$ cat src/rtl/rbs_pkg.sv
// Shared widths, limits and the broadcast bundle of the room booking scheduler.
package rbs_pkg;

  localparam int MAX_ROOMS_DEF = 16;
  localparam int TIME_W        = 32;
  localparam int FREE_W        = 48;
  localparam int CNT_W         = 32;
  localparam int ROOM_W        = 4;
  localparam int RC_W          = 5;
  localparam int RC_RESET      = 16;

  localparam logic [FREE_W-1:0] FREE_MAX = {FREE_W{1'b1}};
  localparam logic [CNT_W-1:0]  CNT_MAX  = {CNT_W{1'b1}};

  typedef struct packed {
    logic [TIME_W-1:0] start;
    logic [FREE_W-1:0] wr_free;
    logic              clear;
  } rbs_bc_t;

endpackage

$ cat src/rtl/rbs_cell.sv
// One room cell: holds free time and booking count, folds them into the passing search record.
module rbs_cell
  import rbs_pkg::*;
#(
  parameter int IDX    = 0,
  parameter int IDX_W  = 4,
  parameter int NCNT_W = 5
) (
  input  logic              clk,
  input  logic              rst_n,
  input  logic [NCNT_W-1:0] n_act,
  input  rbs_bc_t           bc,
  input  logic              wr_en,
  input  logic              in_vld,
  input  logic              in_found,
  input  logic [IDX_W-1:0]  in_first,
  input  logic [FREE_W-1:0] in_min,
  input  logic [IDX_W-1:0]  in_min_idx,
  input  logic [CNT_W-1:0]  in_best_cnt,
  input  logic [IDX_W-1:0]  in_best,
  output logic              out_vld,
  output logic              out_found,
  output logic [IDX_W-1:0]  out_first,
  output logic [FREE_W-1:0] out_min,
  output logic [IDX_W-1:0]  out_min_idx,
  output logic [CNT_W-1:0]  out_best_cnt,
  output logic [IDX_W-1:0]  out_best
);

  localparam logic [IDX_W-1:0] MY_IDX = IDX_W'(IDX);

  logic [FREE_W-1:0] free_r;
  logic [CNT_W-1:0]  cnt_r;
  logic              vld_r;
  logic              found_r;
  logic [IDX_W-1:0]  first_r;
  logic [FREE_W-1:0] min_r;
  logic [IDX_W-1:0]  min_idx_r;
  logic [CNT_W-1:0]  best_cnt_r;
  logic [IDX_W-1:0]  best_r;

  logic              active;
  logic              take_first;
  logic              take_min;
  logic              take_best;

  assign active     = n_act > NCNT_W'(IDX);
  assign take_first = active && !in_found && (free_r <= {{(FREE_W-TIME_W){1'b0}}, bc.start});
  assign take_min   = active && (free_r < in_min);
  assign take_best  = active && (cnt_r > in_best_cnt);

  always_ff @(posedge clk) begin
    if (!rst_n || bc.clear) begin
      free_r <= '0;
      cnt_r  <= '0;
    end else if (wr_en) begin
      free_r <= bc.wr_free;
      if (cnt_r != CNT_MAX) begin
        cnt_r <= cnt_r + CNT_W'(1);
      end
    end
  end

  always_ff @(posedge clk) begin
    if (!rst_n) begin
      vld_r <= 1'b0;
    end else begin
      vld_r <= in_vld;
    end
    found_r    <= in_found || take_first;
    first_r    <= take_first ? MY_IDX : in_first;
    min_r      <= take_min ? free_r : in_min;
    min_idx_r  <= take_min ? MY_IDX : in_min_idx;
    best_cnt_r <= take_best ? cnt_r : in_best_cnt;
    best_r     <= take_best ? MY_IDX : in_best;
  end

  assign out_vld      = vld_r;
  assign out_found    = found_r;
  assign out_first    = first_r;
  assign out_min      = min_r;
  assign out_min_idx  = min_idx_r;
  assign out_best_cnt = best_cnt_r;
  assign out_best     = best_r;

endmodule

$ cat config.mk
export PLATFORM = sky130hd
export DESIGN_NAME = rbs_cell
export DESIGN_NICKNAME = d
export VERILOG_FILES = /design/src/rtl/rbs_pkg.sv /design/src/rtl/rbs_cell.sv
export SDC_FILE = /design/constraint.sdc
export NUM_CORES = 1
export LEC_CHECK = 0
export BUFFER_PORTS_ARGS = -buffer_cell sky130_fd_sc_hd__buf_2
export CAP_MARGIN = 20
export CORE_MARGIN = 2
export CORE_UTILIZATION = 50
export CTS_BUF_LIST = sky130_fd_sc_hd__clkbuf_16
export CTS_CLUSTER_SIZE = 16
export DETAILED_ROUTE_END_ITERATION = 8
export PLACE_DENSITY_LB_ADDON = 0.05
export SYNTH_ARGS = -nofsm -noshare
export SYNTH_HDL_FRONTEND = slang
export SYNTH_SLANG_ARGS = --single-unit
export TNS_END_PERCENT = 1
$ cat constraint.sdc
create_clock -name clk -period 7.7 [get_ports clk]
set_clock_uncertainty 0.1 [all_clocks]
set_input_delay 1.54 -clock clk [delete_from_list [all_inputs] [get_ports clk]]
set_output_delay 1.54 -clock clk [all_outputs]
set_load 0.005 [all_outputs]
==> flow_summary.toml, run 1 <==
[global_route]
grt_busiest_layer = "met2"
overflow = 0
grt_usage = 0.229
grt_use_met1 = 0.282
grtUsageMet2 = 0.391
antenna_found_initial = 6
grtUsageMet3 = 0.0615
grt_pass1_vias = 7325
grt_pass1_wl_um = 36200
grt_max_degree = 81

[worst_setup_path]
r2r_start = "cnt_r[30]"
endpoint = "out_best_cnt[17]"
required_ns = 7.91
cp_data_arrival_time_ns = 4.38
r2r_end = "out_best_cnt[17]"
r2r_cells = 8
crit_start = "in_best_cnt[30]"
startpoint_type = "input port"
regToRegSetupSlack_ns = 4.37
cp_max_fo = 21
crit_path_end_kind = "flip-flop"
crit_type = "input port to flip-flop"

[layout]
drive_gt1_frac = 0.313
fin_area_um2 = 11500
n_fill_cell = 1558
fin_util = 0.635
areaGrowthSynthToFinish_pct = 23.4
final_cells = 1454
final_nets = 1503

[timing]
fin_crit_ns = 4.17
setup-violations-final = 0
worstMarginPinSlew_ns = 0.965
fmaxAchievable_mhz = 240
relSlewSlack = 0.356
slew_viol_final = 0
tns_ns = 0
fin_crit_sh = 0.541
final_hold_viol_count = 0
rsz0062_at_grt = "no"

[clock_network]
cts-root-buf = "clkbuf_16"
clk_pin_slew_worst_paths_ns = 0.07
cts_max_level = 4
cts_resized = 0
cts_setup_buffers = 0
clock_path_buffers = 2
numClockSinks = 174
clk_latency_ns = 0.43
postCtsHoldBufs = 0
cts_tree = "built"
cts_inserted_buffers = 17

[min_path]
hold_path.startpoint = "free_r[0]"
hold_path.class = "flip-flop to flip-flop"

[floorplanning]
fp.dieArea_um2 = 19700
die_h_um = 140
placementRows = 49
die_w_um = 140
pin_count = 277
core_um2 = 18100
initial_core_util = 0.514

[power]
power_leakage_nw = 5.87
powerDensity_nw_per_um2 = 183
peakVddDrop_mv = 0.156

[placed_design]
globalplace.congestion = 0.802
io_buffer_count = 276
placed_area_um2 = 10900
dp_hpwl_um = 17100
dp.cells = 1418

[outcome]
outcome = "finished clean"

[synth]
postSynthAreaPerCell_um2 = 9.97
yosys.area.top_type = "dfxtp_1"
synthDistinctLibCells = 57
synth_edf_count = 0
async_reset_ff_frac = 0
ys.flop_type = "dfxtp_1"
synth_cells = 933
synth_common_cells = "174 x dfxtp_1, 116 x inv_1, 112 x ha_1"
synth_top_area_frac = 0.374
ys.warnings.count = 0
yosysMostFrequentCell = "dfxtp_1"
synthTopCellsByArea = "dfxtp_1 37%, ha_1 15%, mux2_4 7.4%, mux2i_1 5.4%, inv_1 4.7%"
ys_ff_latch = 174
netlist_area_um2 = 9310
syn_nets = 1228
ys_seq_area_frac = 0.374

[detailed_routing]
drtIter0Drc = 259
dr.pass1.iters = 4
antenna_left = 0
routed_wl_um = 22300
wl_per_cell_um = 15.4
drc = 0
vias = 7373
vias_per_cell = 5.07

[job]
cap_violations = 0
sequential cells by signal, summed over array words and instances (netlist names):
name	cells
out_first	4
cnt_r	32
out_best_cnt	32
free_r	48
out_found	1
out_best	4
out_min	48
out_vld	1
out_min_idx	4
cell type report:
cell class / instances / area, um2 / area share
inverter: 116 / 435 / 0.0379
clock buffer: 17 / 425 / 0.0371
timing repair buffer: 281 / 1420 / 0.124
antenna: 4 / 10.0 / 0.000872
clock inverter: 15 / 184 / 0.0160
multi-input combinational: 618 / 5240 / 0.456
sequential: 174 / 3480 / 0.303
tap: 229 / 287 / 0.0250
worst min-delay path by stage:
stage / to / cells past startpoint
3_3_place_gp: out_min[0] / 1
4_1_cts: out_min[0] / 1
2_1_floorplan: free_r[0] / 2
6_report: out_min[0] / 1
5_1_grt: out_min[0] / 1
3_5_place_dp: out_min[0] / 1
power breakdown:
part | switching, mW | internal, mW | leakage, nW
Combinational | 0.119 | 0.133 | 4.13
Clock | 0.378 | 0.517 | 0.308
Sequential | 0.0174 | 0.938 | 1.43
Total | 0.514 | 1.59 | 5.87
metal layers:
metal / vias up / routed length (um)
met4: 4 / 463
met2: 205 / 10400
li1: 3812 / -
met1: 3322 / 10000
met5: - / 27
met3: 30 / 1380
critical path: stages:
cell and delay [ns]:
buf_2 0.09, inv_1 0.04, ha_1 0.31, nand4_1 0.17, nor4_2 0.52, a21oi_1 0.16
o31a_1 0.17, a31oi_4 0.63, buf_4 0.38, mux2_1 0.36
logic make-up (layout without fill, tap and decap cells):
kind of cell	Yosys count	after routing	share of synthesized area
buf+inv	141	429	0.0644
mux	129	129	0.168
xor+xnor	29	29	0.0273
simple gates	250	250	0.145
fa+ha+maj	112	112	0.151
compound gates	98	98	0.0709
flops	174	174	0.374
other cells	0	4	0
stage by stage:
step	hold WS [ns]	setup WS [ns]	power, mW
after CTS	0.436	3.53	2.13
after detailed placement	0.425	3.08	1.23
after floorplan	0.393	3.92	1.12
after global placement	0.421	3.22	1.23
after global routing	0.468	3.33	2.20
final	0.429	3.53	2.10
layout by cell type (no fill, tap or decap), types with 6 or more instances in the layout:
| cell | n |
|---|---|
| and2_1 | 11 |
| nand3_1 | 21 |
| xor2_1 | 8 |
| nor4_1 | 8 |
| xnor2_1 | 21 |
| mux2i_1 | 50 |
| a21oi_1 | 42 |
| ha_1 | 112 |
| mux2_1 | 25 |
| nand2_1 | 20 |
| o21ai_0 | 15 |
| inv_1 | 118 |
| and4_1 | 6 |
| clkbuf_16 | 17 |
| nand4_1 | 32 |
| mux2_2 | 8 |
| a21o_1 | 15 |
| dfxtp_1 | 174 |
| buf_2 | 276 |
| mux2_4 | 46 |
| nor3b_1 | 8 |
| nor3_1 | 18 |
| nor2_1 | 91 |
No activity file was read; power rests on OpenSTA's default activity.
==> inputs of run 2 (changes only) <==
--- a/config.mk
+++ b/config.mk
@@ -5,10 +5,11 @@
 export SDC_FILE = /design/constraint.sdc
 export NUM_CORES = 1
 export LEC_CHECK = 0
+export ABC_AREA = 1
 export BUFFER_PORTS_ARGS = -buffer_cell sky130_fd_sc_hd__buf_2
 export CAP_MARGIN = 20
 export CORE_MARGIN = 2
-export CORE_UTILIZATION = 50
+export CORE_UTILIZATION = 48
 export CTS_BUF_LIST = sky130_fd_sc_hd__clkbuf_16
 export CTS_CLUSTER_SIZE = 16
 export DETAILED_ROUTE_END_ITERATION = 8
==> constraint.sdc (replaced) <==
create_clock -name clk -period 3.6 [get_ports clk]
set_clock_uncertainty 0.1 [all_clocks]
set_input_delay 0.72 -clock clk [delete_from_list [all_inputs] [get_ports clk]]
set_output_delay 0.72 -clock clk [all_outputs]
set_load 0.005 [all_outputs]
==> flow_summary.toml, run 2 <==
[placed_design]
globalplace.congestion = 0.911
io_buffer_count = 276
dp.cells = 1952
dp_hpwl_um = 21600

[power]
peakVddDrop_mv = 0.339
power_leakage_nw = 6.52
powerDensity_nw_per_um2 = 362
p_total_mw = 4.39

[synth]
synth_common_cells = "510 x nand2_1, 178 x inv_1, 174 x dfxtp_1"
yosys.area.top_type = "dfxtp_1"
ys.warnings.count = 0
synth_edf_count = 0
async_reset_ff_frac = 0
netlist_area_um2 = 9950
yosysMostFrequentCell = "nand2_1"
postSynthAreaPerCell_um2 = 6.90
synth_cells = 1443
ys_seq_area_frac = 0.350
ys_ff_latch = 174
synth_top_area_frac = 0.350
ys.flop_type = "dfxtp_1"
synthTopCellsByArea = "dfxtp_1 35%, nand2_1 19%, ha_1 14%, inv_1 6.7%, a21oi_1 6.0%"
synthDistinctLibCells = 36
syn_nets = 1738

[worst_setup_path]
required_ns = 3.88
cp_max_fo = 36
r2r_cells = 10
cpMaxStageDelayCell = "dfxtp_1"
crit_top_cell = "nand2_1"
startpoint_type = "flip-flop"
r2r_start = "cnt_r[22]"
crit_chain = "ha_1 > nand2_1 > nor2_1 > nand4_1 > nor2b_1 > nand2_1 > nand2_2 > buf_4 > nand3_1 > nand2_1"
crit_type = "flip-flop to flip-flop"
cp_data_arrival_time_ns = 2.72
r2r_end = "out_best_cnt[1]"
crit_path_end_kind = "flip-flop"
crit_path_max_incr_delay_ns = 0.41
regToRegSetupSlack_ns = 1.16

[global_route]
grt_pass1_wl_um = 46300
grt_pass1_vias = 9390
grt_max_degree = 53
overflow = 0
grt_usage = 0.266
antenna_found_initial = 7

[detailed_routing]
wl_met2_um = 13100
top_layer_used = "met5"
vias_per_cell = 4.96
dr.pass1.iters = 5
routed_wl_um = 29000
drc = 0
vias = 9852
drtIter0Drc = 445
wl_met1_um = 12900
antenna_left = 0
wl_per_cell_um = 14.6
wl_met3_um = 2380

[timing]
fin_crit_ns = 2.44
rsz0062_at_grt = "no"
slew_viol_final = 0
fin_crit_sh = 0.678
setup-violations-final = 0
final_hold_viol_count = 0
tns_ns = 0
relSlewSlack = 0.529
fmaxAchievable_mhz = 410
worstMarginPinSlew_ns = 0.705

[clock_network]
clk_pin_slew_worst_paths_ns = 0.07
cts_tree = "built"
clk_latency_ns = 0.43
clock_path_buffers = 2
numClockSinks = 174
postCtsHoldBufs = 0
cts_setup_buffers = 0
cts_inserted_buffers = 17
cts_max_level = 4
cts-root-buf = "clkbuf_16"
cts_resized = 0

[outcome]
outcome = "finished clean"

[layout]
final_cells = 1988
areaGrowthSynthToFinish_pct = 21.7
layout_common_cells = "510 x nand2_1, 276 x buf_2, 179 x inv_1"
multi_input_area_um2 = 5530
final_nets = 1996
seqCellArea_um2 = 3480
fin_util = 0.597
n_fill_cell = 2051
layout_commonest_cell = "nand2_1"
drive_gt1_frac = 0.203

[floorplanning]
die_w_um = 148
core_um2 = 20300
fp.dieArea_um2 = 21900
die_h_um = 148
placementRows = 52
initial_core_util = 0.490
pin_count = 277

[min_path]
hold_path.class = "input port to flip-flop"
hold_path.startpoint = "in_vld"
holdPathStages = 3
min_to = "out_vld"

[job]
cap_violations = 0
[run 2: cell families (layout without fill, tap and decap cells)]
kind of cell,after synthesis,in the layout,synth area share
other,0,6,0
XOR/XNOR,13,13,0.0114
AND/OR/NAND/NOR,759,759,0.321
flip-flops,174,174,0.350
AO/OA/AOI/OAI,153,153,0.0826
buffers and inverters,232,501,0.0944
adder cells (fa/ha/maj),112,112,0.141
[run 2: layout make-up]
type,count,area share
clock inverter,13,0.0103
tap,270,0.0279
antenna,6,0.00124
sequential,174,0.288
clock buffer,17,0.0351
inverter,183,0.0567
timing repair buffer,288,0.125
multi-input combinational,1037,0.456
[run 2: routing by layer]
layer,vias to the layer above,global-route usage
met1,4412,0.343
li1,5098,-
met3,42,0.0716
met5,-,0
met4,4,0.0933
met2,296,0.431
[run 2: per-stage QoR]
step	instance area [um2]	hold WS [ns]	setup slack, ns
final	12100	0.366	1.16
after global routing	12100	0.377	0.973
after CTS	12100	0.350	1.18
after detailed placement	11500	0.367	0.723
after global placement	11500	0.361	0.750
after floorplan	9950	0.348	1.32
[run 2: how the worst max path moves through the flow]
stage               startpoint               to  slack, ns
global route         cnt_r[21]  out_best_cnt[1]       0.97
detailed placement  in_min[47]   out_min_idx[3]       0.72
floorplan           in_min[39]      out_min[27]       1.32
finish               cnt_r[22]  out_best_cnt[1]       1.16
global placement    in_min[47]      out_min[40]       0.75
CTS                 in_min[47]   out_min_idx[3]       1.18
[run 2: worst max-delay path, delay by kind of cell, from the launching register on]
kind                     cells  cell delay [ns]
flip-flops                   1             0.41
buffers and inverters        1             0.38
AND/OR/NAND/NOR              8             1.17
adder cells (fa/ha/maj)      1             0.32
[run 2: power by group]
part | leakage, nW | total, mW | internal (mW) | switching (mW)
Clock | 0.269 | 1.80 | 1.01 | 0.793
Sequential | 1.43 | 2.04 | 2.01 | 0.0382
Combinational | 4.82 | 0.544 | 0.233 | 0.311
==> inputs of run 3 (changes only) <==
==> constraint.sdc (replaced) <==
create_clock -name clk -period 2.15 [get_ports clk]
set_clock_uncertainty 0.1 [all_clocks]
set_input_delay 0.43 -clock clk [delete_from_list [all_inputs] [get_ports clk]]
set_output_delay 0.43 -clock clk [all_outputs]
set_load 0.005 [all_outputs]
==> flow_summary.toml, run 3 (synthesis results as in run 2) <==
[layout]
fin_util = 0.628
fin_area_um2 = 12800
drive_gt1_frac = 0.235
n_fill_cell = 1937
areaGrowthSynthToFinish_pct = 28.2
layout_commonest_cell = "nand2_1"
final_nets = 2066
layout_common_cells = "510 x nand2_1, 276 x buf_2, 178 x inv_1"

[clock_network]
cts-root-buf = "clkbuf_16"
cts_max_level = 4
cts_inserted_buffers = 17
numClockSinks = 174
clk_latency_ns = 0.43
clk_pin_slew_worst_paths_ns = 0.07
cts_tree = "built"
cts_setup_buffers = 0
clock_path_buffers = 2

[floorplanning]
fp.dieArea_um2 = 21900
core_um2 = 20300
pin_count = 277
die_h_um = 148
placementRows = 52
die_w_um = 148
initial_core_util = 0.490

[worst_setup_path]
crit_type = "flip-flop to flip-flop"
startpoint_type = "flip-flop"
cp_data_arrival_time_ns = 2.38
crit_path_max_incr_delay_ns = 0.39
crit_chain = "ha_1 > a21oi_1 > a21boi_0 > nor2_1 > nand3_1 > nor2_4 > buf_4 > nand3_1 > nand2_1"
cp_max_fo = 18
crit_top_cell = "nand3_1"
crit_path_end_kind = "flip-flop"
required_ns = 2.42
cpMaxStageDelayCell = "dfxtp_1"

[detailed_routing]
vias = 10100
vias_per_cell = 4.90
wl_per_cell_um = 13.9
routed_wl_um = 28700
drc = 0
drtIter0Drc = 462
antenna_left = 0
dr.pass1.iters = 6

[timing]
slew_viol_final = 0
fmaxAchievable_mhz = 474
final_hold_viol_count = 0
relSlewSlack = 0.559
rsz0062_at_grt = "yes"
setup-violations-final = 0
worstMarginPinSlew_ns = 0.662
fin_crit_sh = 0.981
fin_crit_ns = 2.11

[power]
p_total_mw = 7.46
powerDensity_nw_per_um2 = 585
power_leakage_nw = 6.92
peakVddDrop_mv = 0.569

[global_route]
grt_usage = 0.262
grt_pass1_vias = 9464
antenna_found_initial = 8
overflow = 0
grt_max_degree = 50
grt_pass1_wl_um = 45900

[placed_design]
placed_area_um2 = 12100
globalplace.congestion = 0.944
dp_hpwl_um = 22200
io_buffer_count = 276

[job]
cap_violations = 0

[min_path]
hold_path.class = "input port to flip-flop"

[outcome]
outcome = "finished clean"
[run 3: report_power, final]
group | internal (mW) | leakage [nW] | switching, mW
clock network | 1.71 | 0.280 | 1.37
logic | 0.431 | 5.21 | 0.534
registers | 3.36 | 1.43 | 0.0588
[run 3: worst paths after layout]
kind | cells after the start | slack, ns | end | start
max | 9 | 0.04 | out_min[5] | free_r[43]
min reg2reg | 2 | 0.37 | out_min[0] | free_r[0]
max reg2reg | 9 | 0.04 | out_min[5] | free_r[43]
min | 3 | 0.08 | out_vld | in_vld
[run 3: worst max-delay path, delay by kind of cell (launching register included)]
kind / cells / cell delay [ns]
buffers and inverters: 1 / 0.27
AOI/OAI and AO/OA: 2 / 0.27
DFF: 1 / 0.39
and+or+nand+nor: 5 / 0.75
adders and majority gates: 1 / 0.26
[run 3: final cells by class]
class / count / area, um2 / area share
antenna: 6 / 15.0 / 0.00118
clock buffer: 17 / 425 / 0.0334
clock inverter: 15 / 145 / 0.0114
inverter: 183 / 687 / 0.0539
multi-input combinational: 1037 / 5550 / 0.435
sequential: 174 / 3480 / 0.273
tap: 270 / 338 / 0.0265
timing repair buffer: 358 / 2110 / 0.165
[run 3: metrics by stage]
step | std cells | setup slack, ns | hold WS (ns) | TNS (ns)
2_1_floorplan | 1443 | 0.157 | 0.348 | 0
3_3_place_gp | 2022 | -0.160 | 0.359 | -10.53
3_5_place_dp | 2022 | -0.183 | 0.360 | -12.10
4_1_cts | 2054 | 0.0341 | 0.0705 | 0
5_1_grt | 2057 | -0.0891 | 0.0911 | -4.21
6_report | 2060 | 0.0414 | 0.0805 | 0
[run 3: metal layers]
layer / GRT usage / up-vias / part of all wire
met5: 0 / - / 0.00094
met4: 0.0829 / 4 / 0.023
met3: 0.0694 / 47 / 0.078
met2: 0.421 / 330 / 0.45
met1: 0.343 / 4463 / 0.45
li1: - / 5243 / -
[run 3: timing repair]
item                       4_1_cts  5_1_grt
hold buffers                     0        0
gates resized for setup          1        2
gates cloned                     0        0
hold endpoints to repair         0        0
setup endpoints to repair        1      113
